===== src/hdl/vt4_pkg.sv =====
// vt4_pkg: shared types and constants for the 4x4 vertex transform engine.
// Used by vt4_front, vt4_back and vertex_transform_4x4; depends on nothing.
`timescale 1ns / 1ps

package vt4_pkg;

  // Fixed geometry and default fraction width
  localparam int MATRIX_DIM    = 4;
  localparam int COMP_W        = 32;
  localparam int FRAC_BITS_DEF = 16;

  // Decoupling queue between front and back
  localparam int QUEUE_DEPTH = 4;
  localparam int QPTR_W      = $clog2(QUEUE_DEPTH);
  localparam int QCNT_W      = $clog2(QUEUE_DEPTH + 1);

  // Item kinds carried in the mode field
  typedef enum logic [1:0] {
    MODE_LOAD   = 2'd0,
    MODE_POINT  = 2'd1,
    MODE_VECTOR = 2'd2,
    MODE_NONE   = 2'd3
  } mode_t;

  // Four components, component 0 in the lowest bits
  typedef logic [MATRIX_DIM-1:0][COMP_W-1:0] vec_t;

  // One queued item
  typedef struct packed {
    mode_t      kind;
    logic [1:0] row;
    vec_t       vec;
  } item_t;

  // Queue status seen by the top level
  typedef struct packed {
    logic              push;
    logic              pop;
    logic [QCNT_W-1:0] count;
  } qstat_t;

endpackage


===== src/hdl/vt4_front.sv =====
// vt4_front: accepts input items, drops unused modes and queues the rest.
// Depends on vt4_pkg.
`timescale 1ns / 1ps

module vt4_front (
  input  logic           clk,
  input  logic           rst,
  input  logic           s_valid,
  output logic           s_ready,
  input  logic [1:0]     s_mode,
  input  logic [1:0]     s_row,
  input  vt4_pkg::vec_t  s_vec,
  input  logic           pop,
  output logic           head_valid,
  output vt4_pkg::item_t head,
  output vt4_pkg::qstat_t stat
);
  import vt4_pkg::*;

  item_t             q [QUEUE_DEPTH];
  logic [QPTR_W-1:0] wr_ptr;
  logic [QPTR_W-1:0] rd_ptr;
  logic [QCNT_W-1:0] count;
  logic [QCNT_W-1:0] count_next;
  logic              keep;
  logic              push;
  logic              pop_ok;

  // Classify: only loads and transforms go on to the back end
  always_comb begin
    unique case (mode_t'(s_mode)) inside
      MODE_LOAD, MODE_POINT, MODE_VECTOR: keep = 1'b1;
      default:                            keep = 1'b0;
    endcase
  end

  assign s_ready    = (count != QCNT_W'(QUEUE_DEPTH));
  assign push       = s_valid && s_ready && keep;
  assign head_valid = (count != '0);
  assign pop_ok     = pop && head_valid;
  assign head       = q[rd_ptr];
  assign count_next = count + QCNT_W'(push) - QCNT_W'(pop_ok);

  // Queue storage
  always_ff @(posedge clk) begin
    if (push) begin
      q[wr_ptr] <= '{kind: mode_t'(s_mode), row: s_row, vec: s_vec};
    end
  end

  // Pointers and fill count
  always_ff @(posedge clk) begin
    if (rst) begin
      wr_ptr <= '0;
      rd_ptr <= '0;
      count  <= '0;
    end else begin
      if (push) begin
        wr_ptr <= (wr_ptr == QPTR_W'(QUEUE_DEPTH - 1)) ? '0 : wr_ptr + 1'b1;
      end
      if (pop_ok) begin
        rd_ptr <= (rd_ptr == QPTR_W'(QUEUE_DEPTH - 1)) ? '0 : rd_ptr + 1'b1;
      end
      count <= count_next;
    end
  end

  assign stat = '{push: push, pop: pop_ok, count: count};

endmodule


===== config.mk =====
export PLATFORM = sky130hd
export DESIGN_NAME = vt4_front
export DESIGN_NICKNAME = d
export VERILOG_FILES = /design/src/hdl/vt4_pkg.sv /design/src/hdl/vt4_front.sv
export SDC_FILE = /design/constraint.sdc
export NUM_CORES = 1
export LEC_CHECK = 0
export BUFFER_PORTS_ARGS = -buffer_cell sky130_fd_sc_hd__buf_2
export CORE_MARGIN = 1.5
export CORE_UTILIZATION = 40
export DETAILED_ROUTE_END_ITERATION = 10
export PLACE_DENSITY_LB_ADDON = 0.08
export SYNTH_ARGS = -nofsm -noshare
export SYNTH_HDL_FRONTEND = slang
export SYNTH_SLANG_ARGS = --single-unit

===== constraint.sdc =====
create_clock -name clk -period 8.7 [get_ports clk]
set_input_delay 1.74 -clock clk [delete_from_list [all_inputs] [get_ports clk]]
set_output_delay 1.74 -clock clk [all_outputs]
set_load 0.1 [all_outputs]

# Word-level counts from Yosys, hierarchy flattened
# Memory sizes are Yosys's and may differ from the RTL's. A register that Yosys moved wholly into a read port is not among the register bits.
# Index checks and enable logic that the tools add are counted.
[totals] mem_count=1 ram_bits=528 reg_bits=7
[op_classes] n_addsub=4 muxes=7 n_reduce_logical=6 n_eq_ne=5
[memory_table] memory="q" words=4 width=132 read_ports=1 rd_ports_with_merged_regs=1 wr=1 line="vt4_front.sv:20" source="item_t q [QUEUE_DEPTH];"
[op_table] operator="2-bit two-way mux" count=4
[op_table] operator="2-bit equality test (second input constant)" count=3
[op_table] operator="2-bit by 1-bit adder with 2-bit output (second input constant)" count=2
[op_table] operator="3-bit by 1-bit adder with 3-bit output" count=1
[op_table] operator="1-bit logical AND" count=3
[op_table] operator="1-bit two-way mux" count=3
[op_table] operator="3-bit != test (second input constant)" count=1
[op_table] operator="3-bit nonzero test" count=1
[op_table] operator="3-bit OR reduction" count=1
[op_table] operator="3-bit by 1-bit subtractor with 3-bit output" count=1
[op_table] operator="2-bit by 1-bit equality test with 1-bit output (second input constant)" count=1
[op_table] operator="2-bit logical NOT" count=1

# Longest topological paths before layout
# Gate-level depths: netlist of run 1.
[depth] ltp_word=6 depth_mapped=11

# Worst setup path after synthesis of run 1
# No wires, ideal clock.
[synth_path] path_type="register to register" startpoint="register count[1]" endpoint="memory q[0][0] (netlist name), enable pin" t_required_ps=8265 path_stages_with_launch=5 setup_time_ps=435 arrival_time_ps=3904 n_path_buf=1 period_less_slack_ps=4339 path_slack_ps=4361 path_cell_list="dfxtp_1 > or3b_1 > and3_1 > buf_6 > and2_2"
[synth_between] elab_chain_cells=5
[synth_rtl] element="start, declared" line="vt4_front.sv:23" source="logic [QCNT_W-1:0] count;"
[synth_rtl] element="start signal, assigned" line="vt4_front.sv:64" source="count <= count_next;"
[synth_rtl] element="3-bit != test" line="vt4_front.sv:37" source="assign s_ready = (count != QCNT_W'(QUEUE_DEPTH));"
[synth_rtl] element="named net s_ready" line="vt4_front.sv:9" source="output logic s_ready,"
[synth_rtl] element="1-bit logical AND (2 in a row)" line="vt4_front.sv:38" source="assign push = s_valid && s_ready && keep;"
[synth_rtl] element="named net push" line="vt4_front.sv:26" source="logic push;"
[synth_rtl] element="1-bit two-way mux" line="vt4_front.sv:46" source="if (push) begin"
[synth_rtl] element="1-bit two-way mux (not written as such)" line="vt4_front.sv:47" source="q[wr_ptr] <= '{kind: mode_t'(s_mode), row: s_row, vec: s_vec};"
[synth_rtl] element="end, declared" line="vt4_front.sv:20"
# The timed path passes the listed nets, and every way through them passes these cells.

==> results_dict.tcl, run 1 <==
set metrics [dict create \
    grt.overflow.total 0 \
    postCtsHoldBufs 0 \
    drive_gt1_share_pct 45.6 \
    synthXorXnorAreaFrac_pct 0.0898 \
    clkPwrFrac_pct 27.9 \
    numCtsBuffers 57 \
    placed_cell_area_um2 21600 \
    worst-path-max-fanout 77 \
    worstSetupPathType "reg2out" \
    fin_crit_ns 4.69 \
    synth_cell_types 26 \
    die_area_um2 50100 \
    setup_viol 0 \
    crit_required_ns 6.96 \
    wl_per_cell_um 22.7 \
    finalCritPeriodShare_pct 53.9 \
    place_inst 1610 \
    layout.nets 1198 \
    synthSimpleGateAreaFrac_pct 0.552 \
    dpl.hpwl_mm 22.7 \
    cts_tree "yes" \
    seq_area_frac_synth_pct 82.2 \
    regToRegStartpoint "count[1]" \
    firstDrtPassIters 6 \
    cts.path.max_buffers 3 \
    gp_congestion 0.683 \
    fmax_mhz 213 \
    p_leak_nw 7.73 \
    total_power_w 0.00806 \
    cp-end-kind "primary output" \
    grt_start_max_net_pins 78 \
    slew_viol_final 0 \
    seq_power_share_pct 38.9 \
    core-area_um2 47900 \
    syn_inst 743 \
    clk_pin_slew_ns 0.06 \
    synth-seq-cells 537 \
    power_density_nw_per_um2 346 \
    outcome "completed" \
    boundaryPins 275 \
    grt_first_pass_wirelength_mm 57.4 \
    grt_pass1_vias 9158 \
    timing.slew.headroom_pct 27.6 \
    stdcell_area_um2 23300 \
    antenna_found_initial 7 \
    cts_max_level 2 \
    via_count 8712 \
    syn_area_um2 19500 \
    synth_compound_area_share_pct 0.0642 \
    syn_nets 887 \
    viasPerCell 5.10 \
    routed_wl_mm 38.8 \
    peakVddDrop_mv 0.299 \
    skew_ns 0.0132 \
    ant_nets 0 \
    dieWidth_um 224 \
    startpoint_type "register" \
    ctsResizeCount 0 \
    cts_root_buffer "clkbuf_16" \
    num_rows 80 \
    comb_power_share_pct 33.3 \
    die_y_um 224 \
    hp-start "rd_ptr[0]" \
    start_util_pct 40.7 \
    finalSetupTns_ns 0 \
    worst_hold_path_type "reg2reg" \
    yosys-mux-area-fraction_pct 15.4 \
    setup_ws_ns 4.01 \
    post-cts-setup-buffer-count 0 \
    place_ws_ns 4.08 \
    clk_latency_ns 0.60 \
    drc 0 \
    dr.first_iter.drc_count 486 \
    layoutNonFillerInstCount 1707 \
    grt_usage_pct 15.5 \
    synthAdderAreaFrac_pct 0.552 \
    portBuffers 274 \
    hold_viol 0 \
    rsz0062_at_grt "false" \
    synth_warnings 0 \
    worstPathArrival_ns 2.95 \
    worst_slew_pin_slew_ns 1.09 \
    area_growth_pct 19.5 \
    p_int_w 0.00491 \
    p_sw_w 0.00315 \
    synth_top_family_by_area "multiplexers" \
    avgSynthCellArea_um2 26.2 \
    netSwitchingFraction_pct 39.1 \
    cts.sinks 537 \
    drv_cap 0 \
]
-- Yosys cell counts (all sizes together) --
library cell    n  area share, %
edfxtp        528             81
mux4          132             15
buf            28           0.83
dfxtp           9           0.92
ha              7           0.45
inv             7           0.13
clkbuf          6           0.12
and2            4           0.15
nor2            3          0.058
mux2i           2           0.10
nand2           2          0.039
nand2b          2          0.064
nor2b           2          0.064
or3             2          0.071
xnor2           2          0.090
a21oi           1          0.026
and3            1          0.032
fa              1           0.10
mux2            1          0.077
nor3            1          0.026
o31ai           1          0.039
or3b            1          0.045
-- flip-flops by register name, indices dropped and copies added (netlist names), named ones only --
register	flops
wr_ptr	2
count	3
rd_ptr	2
q	528
-- path summary, 6_finish.rpt --
kind	end	slack (ns)	cells after the start
max	head[65]	4.01	3
min	register	0.49	2
max reg2reg	q[0][66]	5.79	4
min reg2reg	register	0.49	2
-- routing by layer --
| layer | track usage, % | part of all wire, % | vias up |
|---|---|---|---|
| met5 | 0 | 0.15 | - |
| met3 | 4.79 | 7.2 | 75 |
| met4 | 4.95 | 2.1 | 10 |
| met2 | 24.9 | 49 | 229 |
| li1 | - | - | 3820 |
| met1 | 20.4 | 42 | 4578 |
-- power by group through the flow --
stage	Sequential [W]	Clock, W	Combinational, W
2_1_floorplan	0.00319	0	0.00228
3_3_place_gp	0.00319	0	0.00272
3_5_place_dp	0.00319	0	0.00272
4_1_cts	0.00314	0.00231	0.00273
5_1_grt	0.00315	0.00240	0.00278
6_report	0.00313	0.00225	0.00268
-- placed cells by master, fill, tap and decap left out, drive strengths merged, types with 3 or more instances in the layout --
cell type | netlist | routed
inv | 7 | 8
clkinv | 0 | 10
mux4 | 132 | 132
buf | 28 | 286
ha | 7 | 7
edfxtp | 528 | 528
clkbuf | 6 | 82
and2 | 4 | 4
nor2 | 3 | 3
dfxtp | 9 | 9
-- critical path, stage by stage, from the launching register on --
cell	delay, ns
dfxtp_4	0.74
buf_12	0.52
mux4_2	0.60
buf_2	0.31
-- stage by stage --
step | hold WS (ns) | utilization (%)
global route | 0.513 | 48.6
detailed placement | 0.477 | 45.0
global placement | 0.475 | 45.0
CTS | 0.494 | 48.6
finish | 0.490 | 48.6
floorplan | 0.463 | -
-- layout make-up --
type / instances / area [um^2]
multi-input combinational: 165 / 3260
sequential: 537 / 16000
fill: 3925 / 24600
clock buffer: 82 / 1610
timing repair buffer: 286 / 1470
tap: 615 / 769
inverter: 7 / 26.3
antenna: 2 / 5.00
clock inverter: 13 / 111
-- logic make-up after synthesis --
logic type | after synthesis
compound gates | 2
buf+inv | 41
flops | 537
fa+ha+maj | 8
simple gates | 18
xor+xnor | 2
mux | 135
No activity file was read; power rests on OpenSTA's default activity.
==> run 2: changes to the inputs <==
Settings changed: ABC_AREA from default to 1.
Clock period 8.7 ns to 4.07 ns, I/O delays scaled along.
==> results_dict.tcl, run 2 <==
set metrics [dict create \
    syn_inst 1347 \
    die_y_um 227 \
    finalCritPeriodShare_pct 88.4 \
    via_count 11800 \
    whs_ns 0.431 \
    synth.most_common_cell "edfxtp_1" \
    start_util_pct 40.7 \
    firstDrtPassIters 4 \
    finalSetupTns_ns 0 \
    gp_congestion 0.736 \
    drive_gt1_share_pct 23.2 \
    grt_first_pass_wirelength_mm 69.5 \
    numCtsBuffers 56 \
    viasPerCell 5.08 \
    slew_viol_final 0 \
    dieWidth_um 227 \
    num_rows 81 \
    post-cts-setup-buffer-count 0 \
    ys.flop_type "edfxtp_1" \
    synth-edff-count 528 \
    portBuffers 274 \
    area_growth_pct 19.2 \
    ant_nets 0 \
    regMostFlops "q" \
    synth_cell_types 20 \
    yosys.area.top_type_share_pct 79.2 \
    grt_usage_pct 17.9 \
    grt.overflow.total 0 \
    worst-path-max-fanout 97 \
    synth_warnings 0 \
    placed_cell_area_um2 22200 \
    die_area_um2 51400 \
    dpl.hpwl_mm 26.4 \
    fmax_mhz 278 \
    reg_top3 "q: 528 flops, count: 3 flops" \
    timing.slew.headroom_pct 54.0 \
    drc 0 \
    synth-seq-cells 537 \
    fin_crit_ns 3.60 \
    ctsResizeCount 0 \
    worst_hold_path_type "in2reg" \
    postCtsHoldBufs 0 \
    syn_nets 1491 \
    cts_root_buffer "clkbuf_16" \
    core-area_um2 49200 \
    yosys-top-cells-count "528 x edfxtp_1, 277 x nor2_1, 136 x o21ai_0, 132 x o22ai_1, 128 x o21ai_1" \
    skew_ns 0.0197 \
    fill_cells 4358 \
    wl_per_cell_um 19.7 \
    cts.sinks 537 \
    layout.nets 1766 \
    routed_wl_mm 45.9 \
    drv_cap 0 \
    boundaryPins 275 \
    synth_top_area_cell "edfxtp_1" \
    clk_latency_ns 0.59 \
    antenna_found_initial 15 \
    outcome "completed" \
    crit_required_ns 3.26 \
    cts_tree "yes" \
    seq_area_frac_synth_pct 80.1 \
    syn_area_um2 20000 \
    cts.path.max_buffers 3 \
    final_common_cell "edfxtp_1" \
    worstSetupPathType "reg2out" \
    worstPathArrival_ns 2.78 \
    stdcell_area_um2 23900 \
    yosys-top-cells-area "edfxtp_1 79%, nor2_1 5.2%, o22ai_1 4.1%" \
    setup_ws_ns 0.473 \
    final_cell_mix "528 x edfxtp_1, 274 x buf_2, 273 x nor2_1" \
    rsz0062_at_grt "false" \
    largest_reg_flops 528 \
    hold_viol 0 \
    avgSynthCellArea_um2 14.9 \
    grt_pass1_vias 11500 \
    async_flop_share_pct 0 \
    grt_start_max_net_pins 98 \
    cts_max_level 2 \
    clk_pin_slew_ns 0.06 \
    place_ws_ns 0.933 \
    dr.first_iter.drc_count 666 \
    setup_viol 0 \
    startpoint_type "register" \
    worst_slew_pin_slew_ns 0.690 \
    cp-end-kind "primary output" \
]
## run 2: stage by stage
stage | cells | util, %
after floorplan | 1347 | -
after global placement | 2228 | 45.2
after detailed placement | 2228 | 45.2
after CTS | 2329 | 48.5
after global routing | 2330 | 48.5
final | 2331 | 48.5
## run 2: layout make-up
| cell class | instances | area [um^2] | area share [%] |
|---|---|---|---|
| diodes | 2 | 5.00 | 0.0210 |
| clock buffers | 71 | 1480 | 6.20 |
| clock inverters | 30 | 178 | 0.745 |
| inverters | 19 | 81.3 | 0.341 |
| multi-input cells | 703 | 3440 | 14.4 |
| flip-flops and latches | 537 | 16000 | 67.2 |
| well taps | 664 | 831 | 3.48 |
| repair buffers | 305 | 1800 | 7.56 |
## run 2: worst paths after layout
| path | startpoint | end | slack, ns | cells past startpoint |
|---|---|---|---|---|
| worst min-delay path | rst | count[1] | 0.43 | 2 |
| worst min register to register | rd_ptr[1] | register | 0.52 | 2 |
| worst max register to register | count[1] | count[1] | 1.86 | 9 |
| worst max-delay path | register | head[85] | 0.47 | 5 |
## run 2: kinds of logic (layout without fill, tap and decap cells)
group                      count (synthesis)  after routing  share of synthesized area (%)
buffers and inverters                    107            425                           2.94
and+or+nand+nor                          292            292                           5.51
AOI/OAI and AO/OA                        402            402                           10.9
DFF                                      537            537                           80.1
xor gates and xnor gates                   1              1                         0.0437
other                                      0              2                              0
adders and majority gates                  8              8                          0.537
## run 2: routing by layer
metal	wire, um	GRT usage, %	up-vias
met3	2980	5.33	86
met2	21400	27.9	263
met5	184	0	-
met1	20400	24.5	5810
met4	882	4.37	26
li1	-	-	5660
## run 2: worst max-delay path: stages, from the launching register on
cell	delay [ns]
dfxtp_4	0.48
inv_8	0.49
buf_4	0.35
nor2_1	0.07
o22ai_1	0.22
buf_2	0.47
Power of run 2 is not shown: default switching activity piles up to over one toggle a cycle in this logic, so the estimate is an artifact.
